### src/rtl/tsch_pkg.sv
`default_nettype none
package tsch_pkg;

    localparam int MAX_PEERS_DEF = 16;

    localparam logic [14:0] CPU_LIMIT_RST = 15'd20480;
    localparam logic [14:0] MEM_LIMIT_RST = 15'd20480;
    localparam logic [14:0] Q_HUNDRED     = 15'd25600;
    localparam logic [15:0] LOAD_MAX      = 16'hFFFF;

    // operations
    localparam logic [1:0] OP_BEGIN    = 2'd0;
    localparam logic [1:0] OP_ADD_PEER = 2'd1;
    localparam logic [1:0] OP_TASK     = 2'd2;
    localparam logic [1:0] OP_FINISH   = 2'd3;

    // result kinds
    localparam logic [1:0] KIND_TASK = 2'd0;
    localparam logic [1:0] KIND_SPAN = 2'd1;
    localparam logic [1:0] KIND_FULL = 2'd2;

    // decision reasons
    localparam logic [1:0] RSN_LOCAL    = 2'd0;
    localparam logic [1:0] RSN_OFFLOAD  = 2'd1;
    localparam logic [1:0] RSN_FALLBACK = 2'd2;

    // register indexes
    localparam logic CFG_CPU_LIMIT = 1'b0;
    localparam logic CFG_MEM_LIMIT = 1'b1;

    typedef struct packed {
        logic [1:0]  operation;
        logic [7:0]  node_number;
        logic [15:0] load_percent;
        logic [39:0] memory_size;
        logic [39:0] memory_free;
        logic        peer_reachable;
        logic [15:0] job_number;
        logic [39:0] job_memory;
        logic [31:0] job_cost;
    } in_item_t;

    typedef struct packed {
        logic [1:0]  result_kind;
        logic [15:0] placed_job;
        logic [7:0]  target_node;
        logic [1:0]  decision_reason;
        logic [47:0] makespan;
    } out_item_t;

    typedef struct packed {
        logic [7:0]  id;
        logic [15:0] load;
        logic [39:0] free;
        logic [47:0] work;
    } peer_entry_t;

    typedef struct packed {
        logic start;
    } step_ctl_t;

    typedef struct packed {
        logic        done;
        logic        mem_ok;
        logic [31:0] load_step;
    } step_stat_t;

    function automatic logic [47:0] sat_add48(input logic [47:0] a, input logic [47:0] b);
        logic [48:0] s;
        begin
            s = {1'b0, a} + {1'b0, b};
            sat_add48 = s[48] ? 48'hFFFF_FFFF_FFFF : s[47:0];
        end
    endfunction

endpackage
`default_nettype wire

### src/rtl/tsch_peer_store.sv
`default_nettype none
module tsch_peer_store #(
    parameter int DEPTH = tsch_pkg::MAX_PEERS_DEF
) (
    input  wire                                           clk,
    input  wire                                           we,
    input  wire [((DEPTH > 1) ? $clog2(DEPTH) : 1)-1:0]   waddr,
    input  wire tsch_pkg::peer_entry_t                    wdata,
    input  wire [((DEPTH > 1) ? $clog2(DEPTH) : 1)-1:0]   raddr,
    output tsch_pkg::peer_entry_t                         rdata
);
    tsch_pkg::peer_entry_t mem [DEPTH];
    tsch_pkg::peer_entry_t rdata_reg;

    always_ff @(posedge clk)
    begin
        if (we)
        begin
            mem[waddr] <= wdata;
        end
        rdata_reg <= mem[raddr];
    end

    assign rdata = rdata_reg;
endmodule
`default_nettype wire

### src/rtl/tsch_step_unit.sv
`default_nettype none
// Shared iterative unit: memory-limit compare by shift-add (one bit a step)
// and the Q8.8 load step cost*32/125 by radix-4 restoring division.
module tsch_step_unit (
    input  wire                     clk,
    input  wire                     rst_n,
    input  wire tsch_pkg::step_ctl_t ctl,
    input  wire [31:0]              cost,
    input  wire [47:0]              used,
    input  wire [39:0]              total,
    input  wire [14:0]              lim,
    output tsch_pkg::step_stat_t    stat
);
    localparam int MUL_STEPS = 15;
    localparam int DIV_STEPS = 19;

    logic [4:0]         cnt_reg;
    logic               busy_reg;
    logic               done_reg;
    logic signed [65:0] acc_reg;
    logic [37:0]        x_reg;
    logic [6:0]         rem_reg;
    logic [31:0]        q_reg;
    logic [14:0]        lim_reg;
    logic [14:0]        k_reg;
    logic               lim_nz_reg;
    logic               total_z_reg;
    logic [47:0]        used_reg;
    logic [39:0]        total_reg;

    logic [8:0]         t;
    logic [1:0]         dig;
    logic [8:0]         sub;
    logic signed [65:0] acc_next;

    always_comb
    begin
        t = {rem_reg, x_reg[37:36]};
        if (t >= 9'd375)
        begin
            dig = 2'd3;
            sub = 9'd375;
        end
        else if (t >= 9'd250)
        begin
            dig = 2'd2;
            sub = 9'd250;
        end
        else if (t >= 9'd125)
        begin
            dig = 2'd1;
            sub = 9'd125;
        end
        else
        begin
            dig = 2'd0;
            sub = 9'd0;
        end
        acc_next = (acc_reg <<< 1)
                 + (lim_reg[14] ? $signed({26'd0, total_reg}) : 66'sd0)
                 - (k_reg[14] ? $signed({18'd0, used_reg}) : 66'sd0);
    end

    always_ff @(posedge clk or negedge rst_n)
    begin
        if (!rst_n)
        begin
            cnt_reg  <= '0;
            busy_reg <= 1'b0;
            done_reg <= 1'b0;
        end
        else
        begin
            done_reg <= 1'b0;
            if (ctl.start)
            begin
                cnt_reg  <= '0;
                busy_reg <= 1'b1;
            end
            else if (busy_reg)
            begin
                cnt_reg <= cnt_reg + 5'd1;
                if (cnt_reg == 5'(DIV_STEPS - 1))
                begin
                    busy_reg <= 1'b0;
                    done_reg <= 1'b1;
                end
            end
        end
    end

    always_ff @(posedge clk)
    begin
        if (ctl.start)
        begin
            acc_reg     <= '0;
            x_reg       <= {1'b0, cost, 5'd0};
            rem_reg     <= '0;
            q_reg       <= '0;
            lim_reg     <= lim;
            k_reg       <= tsch_pkg::Q_HUNDRED;
            lim_nz_reg  <= (lim != 15'd0);
            total_z_reg <= (total == 40'd0);
            used_reg    <= used;
            total_reg   <= total;
        end
        else if (busy_reg)
        begin
            x_reg   <= {x_reg[35:0], 2'b00};
            rem_reg <= 7'(t - sub);
            q_reg   <= {q_reg[29:0], dig};
            if (cnt_reg < 5'(MUL_STEPS))
            begin
                acc_reg <= acc_next;
                lim_reg <= {lim_reg[13:0], 1'b0};
                k_reg   <= {k_reg[13:0], 1'b0};
            end
        end
    end

    assign stat.done      = done_reg;
    assign stat.mem_ok    = total_z_reg ? lim_nz_reg : (acc_reg > 66'sd0);
    assign stat.load_step = q_reg;
endmodule
`default_nettype wire

### src/rtl/threshold_offload_scheduler.sv
`default_nettype none
// Threshold offload scheduler, least-loaded peer placement.
// Input channel in_valid/in_ready/in_data carries one beat per operation:
// begin (local snapshot, empties peer table), add peer, schedule task,
// finish. Output channel out_valid/out_ready/out_data carries at most one
// result beat per input: task decision, makespan report, or table full.
// Config: cfg_we/cfg_index/cfg_data write cpu_limit (0) and memory_limit (1).
// Flow per operation, from the accepting edge:
//   begin, add peer without result: stay idle, ready again next cycle.
//   add peer to a full table: through S_OUT to the output register.
//   task: the shared step unit runs a 15-step shift-add limit compare
//   overlapped with 19 radix-4 division digits, then S_CALC decides; a
//   local result goes through S_OUT. Otherwise a peer RAM scan (S_SCAN),
//   a commit state (S_POST) and the output load (S_OUT).
//   finish: the same scan for the max work, then S_POST and S_OUT.
// One item is in flight at a time; in_ready is high only when idle.
// A result sits in the output register until taken; the next item is
// accepted meanwhile, and its result waits if the register is still full.
// Reset clears thresholds to 80.0%, local state to zero and the table
// count; peer RAM contents are left as is.
module threshold_offload_scheduler #(
    parameter int MAX_PEERS = tsch_pkg::MAX_PEERS_DEF
) (
    input  wire                  clk,
    input  wire                  rst_n,
    input  wire                  in_valid,
    output logic                 in_ready,
    input  wire tsch_pkg::in_item_t  in_data,
    output logic                 out_valid,
    input  wire                  out_ready,
    output tsch_pkg::out_item_t  out_data,
    input  wire                  cfg_we,
    input  wire                  cfg_index,
    input  wire [14:0]           cfg_data
);
    localparam int CNT_W = $clog2(MAX_PEERS + 1);
    localparam int IDX_W = (MAX_PEERS > 1) ? $clog2(MAX_PEERS) : 1;
    localparam logic [CNT_W-1:0] FULL_CNT = CNT_W'(MAX_PEERS);

    typedef enum logic [2:0] {S_IDLE, S_CALC, S_SCAN, S_POST, S_OUT} state_t;

    state_t               state_reg;
    tsch_pkg::in_item_t   in_reg;
    logic [14:0]          cpu_limit_reg;
    logic [14:0]          mem_limit_reg;
    logic [7:0]           local_id_reg;
    logic [15:0]          local_load_reg;
    logic [39:0]          local_total_reg;
    logic [47:0]          local_used_reg;
    logic [47:0]          local_work_reg;
    logic [CNT_W-1:0]     peer_count_reg;
    logic [CNT_W-1:0]     issue_reg;
    logic                 rv_reg;
    logic                 found_reg;
    tsch_pkg::peer_entry_t best_reg;
    logic [IDX_W-1:0]     best_idx_reg;
    logic [IDX_W-1:0]     ri_reg;
    logic [47:0]          span_reg;
    tsch_pkg::out_item_t  res_reg;
    tsch_pkg::out_item_t  out_reg;
    logic                 out_valid_reg;

    tsch_pkg::step_ctl_t   step_ctl;
    tsch_pkg::step_stat_t  step_stat;
    tsch_pkg::peer_entry_t rd_entry;
    tsch_pkg::peer_entry_t wr_entry;
    logic                  mem_we;
    logic [IDX_W-1:0]      mem_waddr;

    logic        accept;
    logic        issuing;
    logic        free_ok;
    logic        local_ok;
    logic [31:0] local_sum;
    logic [15:0] local_load_new;
    logic [31:0] peer_sum;
    logic        fit;

    assign accept   = in_valid && in_ready;
    assign in_ready = (state_reg == S_IDLE);
    assign issuing  = (state_reg == S_SCAN) && (issue_reg < peer_count_reg);
    assign step_ctl.start = accept && (in_data.operation == tsch_pkg::OP_TASK);

    always_comb
    begin
        // local free memory floored at zero, against the task's need
        if (local_total_reg > local_used_reg[39:0] && local_used_reg[47:40] == 8'd0)
        begin
            free_ok = ({8'd0, local_total_reg} - local_used_reg) >= {8'd0, in_reg.job_memory};
        end
        else
        begin
            free_ok = (in_reg.job_memory == 40'd0);
        end
        local_ok  = ({1'b0, cpu_limit_reg} > local_load_reg) && step_stat.mem_ok && free_ok;
        local_sum = {16'd0, local_load_reg} + step_stat.load_step;
        local_load_new = (local_sum > {17'd0, tsch_pkg::Q_HUNDRED})
                       ? {1'b0, tsch_pkg::Q_HUNDRED} : local_sum[15:0];
        peer_sum  = {16'd0, best_reg.load} + step_stat.load_step;
        fit = rd_entry.free >= in_reg.job_memory;

        mem_we    = 1'b0;
        mem_waddr = best_idx_reg;
        wr_entry.id   = best_reg.id;
        wr_entry.load = (peer_sum > {16'd0, tsch_pkg::LOAD_MAX}) ? tsch_pkg::LOAD_MAX
                      : peer_sum[15:0];
        wr_entry.free = best_reg.free - in_reg.job_memory;
        wr_entry.work = tsch_pkg::sat_add48(best_reg.work, {16'd0, in_reg.job_cost});
        if (accept && in_data.operation == tsch_pkg::OP_ADD_PEER)
        begin
            mem_we        = in_data.peer_reachable && (peer_count_reg < FULL_CNT);
            mem_waddr     = peer_count_reg[IDX_W-1:0];
            wr_entry.id   = in_data.node_number;
            wr_entry.load = in_data.load_percent;
            wr_entry.free = in_data.memory_free;
            wr_entry.work = '0;
        end
        else if (state_reg == S_POST)
        begin
            mem_we = (in_reg.operation == tsch_pkg::OP_TASK) && found_reg;
        end
    end

    tsch_step_unit u_step (
        .clk   (clk),
        .rst_n (rst_n),
        .ctl   (step_ctl),
        .cost  (in_data.job_cost),
        .used  (local_used_reg),
        .total (local_total_reg),
        .lim   (mem_limit_reg),
        .stat  (step_stat)
    );

    tsch_peer_store #(.DEPTH(MAX_PEERS)) u_store (
        .clk   (clk),
        .we    (mem_we),
        .waddr (mem_waddr),
        .wdata (wr_entry),
        .raddr (issue_reg[IDX_W-1:0]),
        .rdata (rd_entry)
    );

    always_ff @(posedge clk or negedge rst_n)
    begin
        if (!rst_n)
        begin
            state_reg       <= S_IDLE;
            cpu_limit_reg   <= tsch_pkg::CPU_LIMIT_RST;
            mem_limit_reg   <= tsch_pkg::MEM_LIMIT_RST;
            local_id_reg    <= '0;
            local_load_reg  <= '0;
            local_total_reg <= '0;
            local_used_reg  <= '0;
            local_work_reg  <= '0;
            peer_count_reg  <= '0;
            issue_reg       <= '0;
            rv_reg          <= 1'b0;
            found_reg       <= 1'b0;
            out_valid_reg   <= 1'b0;
        end
        else
        begin
            if (cfg_we)
            begin
                if (cfg_index == tsch_pkg::CFG_CPU_LIMIT)
                begin
                    cpu_limit_reg <= cfg_data;
                end
                else
                begin
                    mem_limit_reg <= cfg_data;
                end
            end
            // S_OUT reloads the output register itself
            if (out_ready && state_reg != S_OUT)
            begin
                out_valid_reg <= 1'b0;
            end

            case (state_reg)
                S_IDLE:
                begin
                    if (accept)
                    begin
                        in_reg <= in_data;
                        case (in_data.operation)
                            tsch_pkg::OP_BEGIN:
                            begin
                                local_id_reg    <= in_data.node_number;
                                local_load_reg  <= in_data.load_percent;
                                local_total_reg <= in_data.memory_size;
                                local_used_reg  <= (in_data.memory_size > in_data.memory_free)
                                    ? {8'd0, in_data.memory_size - in_data.memory_free}
                                    : 48'd0;
                                local_work_reg  <= '0;
                                peer_count_reg  <= '0;
                            end
                            tsch_pkg::OP_ADD_PEER:
                            begin
                                if (in_data.peer_reachable)
                                begin
                                    if (peer_count_reg < FULL_CNT)
                                    begin
                                        peer_count_reg <= peer_count_reg + 1'b1;
                                    end
                                    else
                                    begin
                                        res_reg.result_kind     <= tsch_pkg::KIND_FULL;
                                        res_reg.placed_job      <= '0;
                                        res_reg.target_node     <= in_data.node_number;
                                        res_reg.decision_reason <= tsch_pkg::RSN_LOCAL;
                                        res_reg.makespan        <= '0;
                                        state_reg <= S_OUT;
                                    end
                                end
                            end
                            tsch_pkg::OP_TASK:
                            begin
                                state_reg <= S_CALC;
                            end
                            default:
                            begin
                                // finish: max over local and loaded peers
                                span_reg  <= local_work_reg;
                                issue_reg <= '0;
                                rv_reg    <= 1'b0;
                                state_reg <= S_SCAN;
                            end
                        endcase
                    end
                end

                S_CALC:
                begin
                    if (step_stat.done)
                    begin
                        res_reg.result_kind <= tsch_pkg::KIND_TASK;
                        res_reg.placed_job  <= in_reg.job_number;
                        res_reg.target_node <= local_id_reg;
                        res_reg.makespan    <= '0;
                        if (local_ok)
                        begin
                            res_reg.decision_reason <= tsch_pkg::RSN_LOCAL;
                            local_work_reg <= tsch_pkg::sat_add48(local_work_reg,
                                                                  {16'd0, in_reg.job_cost});
                            local_used_reg <= tsch_pkg::sat_add48(local_used_reg,
                                                                  {8'd0, in_reg.job_memory});
                            local_load_reg <= local_load_new;
                            state_reg <= S_OUT;
                        end
                        else
                        begin
                            issue_reg <= '0;
                            rv_reg    <= 1'b0;
                            found_reg <= 1'b0;
                            state_reg <= S_SCAN;
                        end
                    end
                end

                S_SCAN:
                begin
                    rv_reg <= issuing;
                    if (issuing)
                    begin
                        issue_reg <= issue_reg + 1'b1;
                        ri_reg    <= issue_reg[IDX_W-1:0];
                    end
                    if (rv_reg)
                    begin
                        if (in_reg.operation == tsch_pkg::OP_TASK)
                        begin
                            // strict less keeps the first entry on ties
                            if (fit && (!found_reg || rd_entry.load < best_reg.load))
                            begin
                                found_reg    <= 1'b1;
                                best_reg     <= rd_entry;
                                best_idx_reg <= ri_reg;
                            end
                        end
                        else if (rd_entry.work > span_reg)
                        begin
                            span_reg <= rd_entry.work;
                        end
                    end
                    if (!issuing && !rv_reg)
                    begin
                        state_reg <= S_POST;
                    end
                end

                S_POST:
                begin
                    if (in_reg.operation == tsch_pkg::OP_TASK)
                    begin
                        if (found_reg)
                        begin
                            res_reg.decision_reason <= tsch_pkg::RSN_OFFLOAD;
                            res_reg.target_node     <= best_reg.id;
                        end
                        else
                        begin
                            res_reg.decision_reason <= tsch_pkg::RSN_FALLBACK;
                            local_work_reg <= tsch_pkg::sat_add48(local_work_reg,
                                                                  {16'd0, in_reg.job_cost});
                            local_used_reg <= tsch_pkg::sat_add48(local_used_reg,
                                                                  {8'd0, in_reg.job_memory});
                        end
                    end
                    else
                    begin
                        res_reg.result_kind     <= tsch_pkg::KIND_SPAN;
                        res_reg.placed_job      <= '0;
                        res_reg.target_node     <= '0;
                        res_reg.decision_reason <= tsch_pkg::RSN_LOCAL;
                        res_reg.makespan        <= span_reg;
                    end
                    state_reg <= S_OUT;
                end

                S_OUT:
                begin
                    if (!out_valid_reg || out_ready)
                    begin
                        out_reg       <= res_reg;
                        out_valid_reg <= 1'b1;
                        state_reg     <= S_IDLE;
                    end
                end

                default:
                begin
                    state_reg <= S_IDLE;
                end
            endcase
        end
    end

    assign out_valid = out_valid_reg;
    assign out_data  = out_reg;
endmodule
`default_nettype wire

### config.mk
export PLATFORM = sky130hd
export DESIGN_NAME = threshold_offload_scheduler
export DESIGN_NICKNAME = d
export VERILOG_FILES = /design/src/rtl/tsch_pkg.sv /design/src/rtl/tsch_peer_store.sv /design/src/rtl/tsch_step_unit.sv /design/src/rtl/threshold_offload_scheduler.sv
export SDC_FILE = /design/constraint.sdc
export NUM_CORES = 2
export LEC_CHECK = 0
export BUFFER_PORTS_ARGS = -buffer_cell sky130_fd_sc_hd__buf_2
export CAP_MARGIN = 25
export CORE_MARGIN = 2
export CORE_UTILIZATION = 55
export DETAILED_ROUTE_END_ITERATION = 6
export MAX_ROUTING_LAYER = met4
export PLACE_DENSITY_LB_ADDON = 0.3
export SLEW_MARGIN = 0
export SYNTH_ARGS = -nofsm -noshare
export SYNTH_HDL_FRONTEND = slang
export SYNTH_SLANG_ARGS = --single-unit
### constraint.sdc
create_clock -name clk -period 10.76 [get_ports clk]
set_input_delay 1.076 -clock clk [delete_from_list [all_inputs] [get_ports clk]]
set_output_delay 1.076 -clock clk [all_outputs]
set_load 0.03 [all_outputs]
# [Word-level counts from Yosys, hierarchy flattened]
# Memory sizes are Yosys's and may differ from the RTL's. A register that Yosys moved wholly into a read port is not among the register bits.
# Index checks and enable logic that the tools add are counted.
[op_classes] add_sub_neg=14 magnitude_cmp=16 eq_ne=35 muxes=102 bitwise=1 n_reduce_logical=53
[op_table] operator="48-bit two-way mux" n=22
[op_table] operator="76-bit two-way mux" n=5
[op_table] operator="48-bit case mux with 3 select lines" n=2
[op_table] operator="76-bit case mux with 3 select lines" n=1
[op_table] operator="112-bit two-way mux" n=1
[op_table] operator="48-bit by 32-bit adder with 49-bit output" n=2
[op_table] operator="16-bit two-way mux" n=6
[op_table] operator="48-bit case mux with 2 select lines" n=1
[op_table] operator="40-bit greater-than comparator" n=2
[op_table] operator="40-bit logical NOT" n=2
[op_table] operator="40-bit two-way mux" n=2
[op_table] operator="40-bit subtractor" n=2
[op_table] operator="37-bit two-way mux" n=2
[op_table] operator="66-bit adder" n=1
[op_table] operator="66-bit by 1-bit greater-than comparator with 1-bit output (second input constant)" n=1
[op_table] operator="66-bit subtractor" n=1
[op_table] operator="16-bit by 32-bit adder with 32-bit output" n=2
[op_table] operator="48-bit by 40-bit adder with 49-bit output" n=1
[op_table] operator="48-bit by 40-bit >= comparator with 1-bit output" n=1
[op_table] operator="48-bit greater-than comparator" n=1
[op_table] operator="40-bit by 48-bit subtractor with 48-bit output" n=1
[op_table] operator="15-bit two-way mux" n=3
[op_table] operator="5-bit two-way mux" n=9
[op_table] operator="40-bit >= comparator" n=1
[op_table] operator="other kinds (53)" n=149
[word_totals] regBits=871 mem_bits_rw=1792 in_bits=216 memories=1
[memory_table] name="u_store.mem" depth=16 width=112 read_ports=1 rd_clocked_by_memory_dff=1 write_ports=1 line="tsch_peer_store.sv:12" text="tsch_pkg::peer_entry_t mem [DEPTH];"

# [Logic depth before layout (Yosys ltp)]
[logic_depth] depth_word=7 depth_mapped=29

# [By module]
# Synthesis repeated with hierarchy kept, for this count alone.
[hier_totals] cells_unflattened=8828 area_unflattened_um2=126550.1
[modules_own_cells] mod="tsch_peer_store" instances=1 cells_per_inst=2864 area_each_um2=69180.1
[modules_own_cells] mod="threshold_offload_scheduler" instances=1 cells_per_inst=4419 area_each_um2=42198.0
[modules_own_cells] mod="tsch_step_unit" instances=1 cells_per_inst=1545 area_each_um2=15172.1

# [Worst setup path before layout]
# Ideal clock, no wire load.
[synth_path] path_type="reg-to-reg" start="register in_reg[33] (netlist bit)" end="register best_idx_reg[0] (enable)" setup_time_ns=0.756 arrival_time_ns=10.270 slack_ns=-0.267 stages_incl_launch_ff=14 path_buffers=0 synth_period_minus_slack_ns=11.027 path_cell_list="edfxtp_1 > inv_1 > ha_1 > nor2b_1 > o21a_1 > o21a_1 > o21a_1 > o21ai_0 > a21boi_0 > o21a_1 > o21ai_0 > a31oi_1 > o21ai_0 > nor3b_1"
[synth_between] elab_chain_len=3
[synth_rtl] element="start, declared" line="threshold_offload_scheduler.sv:43" text="tsch_pkg::in_item_t in_reg;"
[synth_rtl] element="start signal, assigned" line="threshold_offload_scheduler.sv:186" text="in_reg <= in_data;"
[synth_rtl] element="40-bit >= comparator" line="threshold_offload_scheduler.sv:100" text="fit = rd_entry.free >= in_reg.job_memory;"
[synth_rtl] element="1-bit logical AND" line="threshold_offload_scheduler.sv:275" text="if (fit && (!found_reg || rd_entry.load < best_reg.load))"
[synth_rtl] element="5-bit AND reduction (no source line)"
[synth_rtl] element="end signal, assigned" line="threshold_offload_scheduler.sv:279" text="best_idx_reg <= ri_reg;"
[synth_rtl] element="end, declared" line="threshold_offload_scheduler.sv:56" text="logic [IDX_W-1:0] best_idx_reg;"
# No other way between the ends.
# A chain may end at the register's enable or synchronous reset.

# [Final worst setup path]
[layout_path] start="register local_total_reg[0]" end="register local_used_reg[47]"
[layout_between] elab_chain_len=6 elab_cells_between_ends=8 cone_classes="1 x add/sub; 2 x order compare; 1 x eq/ne; 1 x mux; 3 x reduce/logical"
[layout_rtl] element="start, declared" line="threshold_offload_scheduler.sv:48" text="logic [39:0] local_total_reg;"
[layout_rtl] element="start signal, assigned" line="threshold_offload_scheduler.sv:192" text="local_total_reg <= in_data.memory_size;"
[layout_rtl] element="40-bit by 48-bit subtractor with 48-bit output / 40-bit greater-than comparator (equally long branches)" line="threshold_offload_scheduler.sv:89, threshold_offload_scheduler.sv:87"
[layout_rtl] element="48-bit by 40-bit >= comparator with 1-bit output / 1-bit logical AND (equally long branches)" line="threshold_offload_scheduler.sv:89, threshold_offload_scheduler.sv:87"
[layout_rtl] element="1-bit two-way mux (*)" line="threshold_offload_scheduler.sv:87" text="if (local_total_reg > local_used_reg[39:0] && local_used_reg[47:40] == 8'd0)"
[layout_rtl] element="1-bit logical AND (*)" line="threshold_offload_scheduler.sv:95" text="local_ok = ({1'b0, cpu_limit_reg} > local_load_reg) && step_stat.mem_ok && free_ok;"
[layout_rtl] element="2-bit != test (no source line) (*)"
[layout_rtl] element="7-bit AND reduction (no source line) (*)"
[layout_rtl] element="end signal, assigned" line="threshold_offload_scheduler.sv:193" text="local_used_reg <= (in_data.memory_size > in_data.memory_free)"
[layout_rtl] element="end signal, assigned" line="threshold_offload_scheduler.sv:247" text="local_used_reg <= tsch_pkg::sat_add48(local_used_reg,"
[layout_rtl] element="end signal, assigned" line="threshold_offload_scheduler.sv:307" text="local_used_reg <= tsch_pkg::sat_add48(local_used_reg,"
[layout_rtl] element="end, declared" line="threshold_offload_scheduler.sv:49" text="logic [47:0] local_used_reg;"
# Every way passes the cells marked *; elsewhere a longest branch is shown, timed or not.

==> results.toml <==
[worst_setup_path]
critPathKind = "reg2reg"
cp_max_fo = 75
crit_path_start_kind = "register"
cp_data_arrival_time_ns = 8.57
critPathCaptureType = "register"
rr_endpoint = "local_used_reg[47]"
r2r-start = "local_total_reg[0]"
rrSetupSlack_ns = 2.96
r2r_cells = 27
startpoint = "local_total_reg[0]"
crit_end = "local_used_reg[47]"
cp.required_ns = 11.53

[grt]
grt_max_degree = 147
grt.total_usage = 0.314
antenna_found_initial = 33
grt_pass1_wl_um = 517000
grt-ovfl-total = 0
grt_pass1_vias = 76600

[clock_tree]
cts.sinks = 2775
htreeDepth = 5
clk_pin_slew_worst_paths_ns = 0.06
clkLatencyLatePin_ns = 0.94
holdBufCountCts = 0
postCtsSetupBuffers = 0
numCtsBuffers = 303
cts_tree = "done"
cts_resized = 0
cts_buffer_depth = 4
cts.root.buffer_cell = "clkbuf_16"

[floorplanning]
fp.dieH_um = 482
die_w_um = 482
initial_core_util = 0.552
dieArea_mm2 = 0.232
fp.coreArea_mm2 = 0.227
row_count = 175
io_pins = 294

[synth]
synth_top_area_share = 0.560
synth_most_common_cell = "edfxtp_1"
synth.largest_area_cell = "edfxtp_1"
synthTopCellsByArea = "edfxtp_1 (56%), mux4_2 (10%), ha_1 (5.1%)"
synthesis.nets = 9326
synth_edf_count = 2339
ys.flop_type = "edfxtp_1"
synth_warnings = 0
netlist_instances = 8548
synth-seq-area-share = 0.638
synth_area_mm2 = 0.125
async_flop_share = 0.0768
synth_cell_types = 103
avgSynthCellArea_um2 = 14.7
synth_common_cells = "edfxtp_1 (2,339), nand2_1 (856), mux4_2 (560)"
ys_ff_latch = 2775

[timing]
fin_hold_ws_ns = 0.0546
fin_crit_ns = 7.80
period_share = 0.725
timing.slew.headroom = 0.241
final-hold-violation-count = 0
finClkSkew_ns = 0.0668
rsz0062_at_grt = "false"
drv_slew = 0
tightest_slew_ns = 1.14
fmax_ghz = 0.128
fin_ws_ns = 2.96
tns_ns = 0
setup_viol = 0

[route]
vias = 78600
drt_wl_total_um = 357000
drc = 0
antenna_left = 0
dr.pass1.iters = 5
via_per_inst = 6.41
wl_per_cell_um = 29.1
drt_iter0_drc = 10200

[place]
hpwl_um = 230000
place_area_mm2 = 0.131
place_ws_ns = 3.12
io_buffers = 293
place.gp.congestion = 1.02
dp_cells = 11700

[pwr]
p_switching_mw = 14.1
pwr-share-seq = 0.363
clkPwrFrac = 0.260
switching_share = 0.350
p_int_mw = 26.1
cellLeakagePower_nw = 52.4
power_density_mw_per_mm2 = 285
ir_drop_mv = 0.200
p_comb_frac = 0.378

[finish]
area_growth_pct = 12.5
final_cells = 12300
drive_gt1_frac = 0.174
nNetsFinal = 9771
design_area_mm2 = 0.141
largest_reg_flops = 1792
nFillCells = 16200

[flow_run]
maxCapViolCount = 0

[status]
status = "finished, final reports clean"

[worst_hold_path]
holdCritPathClass = "in2async"
-- cells by family (layout without fill, tap and decap cells) --
kind of cell | after synthesis | count (layout) | share of synthesized area
and+or+nand+nor | 1869 | 1869 | 0.0687
other | 0 | 22 | 0
AOI/OAI and AO/OA | 1631 | 1631 | 0.0829
DFF | 2775 | 2775 | 0.638
muxes | 632 | 632 | 0.107
adders and majority gates | 562 | 562 | 0.0590
xor gates and xnor gates | 298 | 298 | 0.0208
buffers and inverters | 781 | 1457 | 0.0238
-- power by group through the flow --
stage,Clock (mW),Sequential (mW),Combinational (mW)
3_3_place_gp,0,14.7,14.5
5_1_grt,10.9,14.7,16.6
4_1_cts,10.5,14.5,15.0
6_report,10.4,14.6,15.2
3_5_place_dp,0,14.8,14.8
2_1_floorplan,0,14.1,11.3
-- how the worst min path moves through the flow --
stage | end | startpoint
2_1_floorplan | best_reg[104] | u_store.rdata[104]
3_3_place_gp | best_reg[107] | u_store.rdata[107]
3_5_place_dp | best_reg[107] | u_store.rdata[107]
4_1_cts | local_work_reg[15] | rst_n
5_1_grt | local_work_reg[15] | rst_n
6_report | local_work_reg[18] | rst_n
-- metal layers --
| metal | track usage | vias up | wire (µm) |
|---|---|---|---|
| li1 | - | 33700 | - |
| met1 | 0.430 | 39800 | 140000 |
| met2 | 0.482 | 4407 | 168000 |
| met3 | 0.0547 | 662 | 35800 |
| met4 | 0.105 | 0 | 13000 |
| met5 | - | - | 0 |
-- final cells by class --
| cell class | count | area (µm²) | area share |
|---|---|---|---|
| Timing Repair Buffer | 471 | 3040 | 0.0215 |
| Clock inverter | 147 | 1660 | 0.0117 |
| Multi-Input combinational cell | 4992 | 42600 | 0.302 |
| Sequential cell | 2775 | 80100 | 0.567 |
| Inverter | 450 | 1700 | 0.0120 |
| Clock buffer | 389 | 8230 | 0.0583 |
| Tap cell | 3009 | 3760 | 0.0267 |
| Antenna cell | 22 | 55.1 | 0.000390 |
-- per-stage QoR --
step	power, mW	utilization
finish	40.2	0.621
detailed placement	29.6	0.576
global placement	29.3	0.576
CTS	40.1	0.620
global route	42.2	0.621
floorplan	25.5	-
-- cells in the final DEF (no fill, tap or decap), types with 24 or more instances in the layout --
cell	netlist	routed
a211oi_1	80	80
a21o_1	236	235
a21oi_1	531	530
a31oi_1	74	74
and2_1	95	95
and3_1	55	53
buf_2	26	292
buf_4	0	162
bufinv_16	0	34
clkbuf_1	249	59
clkbuf_16	0	308
clkinv_1	0	38
clkinv_2	0	42
dfrtp_1	209	204
dfxtp_1	223	223
edfxtp_1	2339	2339
fa_1	49	49
ha_1	513	513
inv_1	448	448
mux2_2	30	30
mux2i_1	42	42
mux4_2	560	560
nand2_1	856	852
nand2b_1	52	51
nand3_1	77	77
nand4_1	87	87
nor2_1	368	352
nor2b_1	59	53
nor3_1	73	73
nor4_1	46	46
o211ai_1	34	34
o21a_1	63	63
o21ai_0	289	285
o21ai_1	21	24
o21bai_1	52	52
o31ai_1	27	27
xnor2_1	176	176
xor2_1	122	122
-- worst max-delay path, stage by stage, from the launching register on --
cell	delay, ns
dfrtp_1	0.40
inv_1	0.07
ha_1	0.18
inv_1	0.06
fa_1	0.40
a21oi_1	0.22
o21ai_1	0.16
a21oi_1	0.27
a21oi_2	0.18
a2111oi_4	0.53
o21ai_0	0.27
a21oi_1	0.19
o21ai_0	0.14
a221oi_1	0.33
xnor2_1	0.12
ha_1	0.31
nand4_1	0.16
nor4bb_1	0.45
a2111oi_0	0.19
o31a_1	0.14
o211a_1	0.14
o21a_1	0.12
o31ai_2	0.44
nand3_4	0.33
a21o_4	0.59
buf_4	0.50
nor4_1	0.52
a311oi_1	0.17
Power figures use the tool's default switching activity.
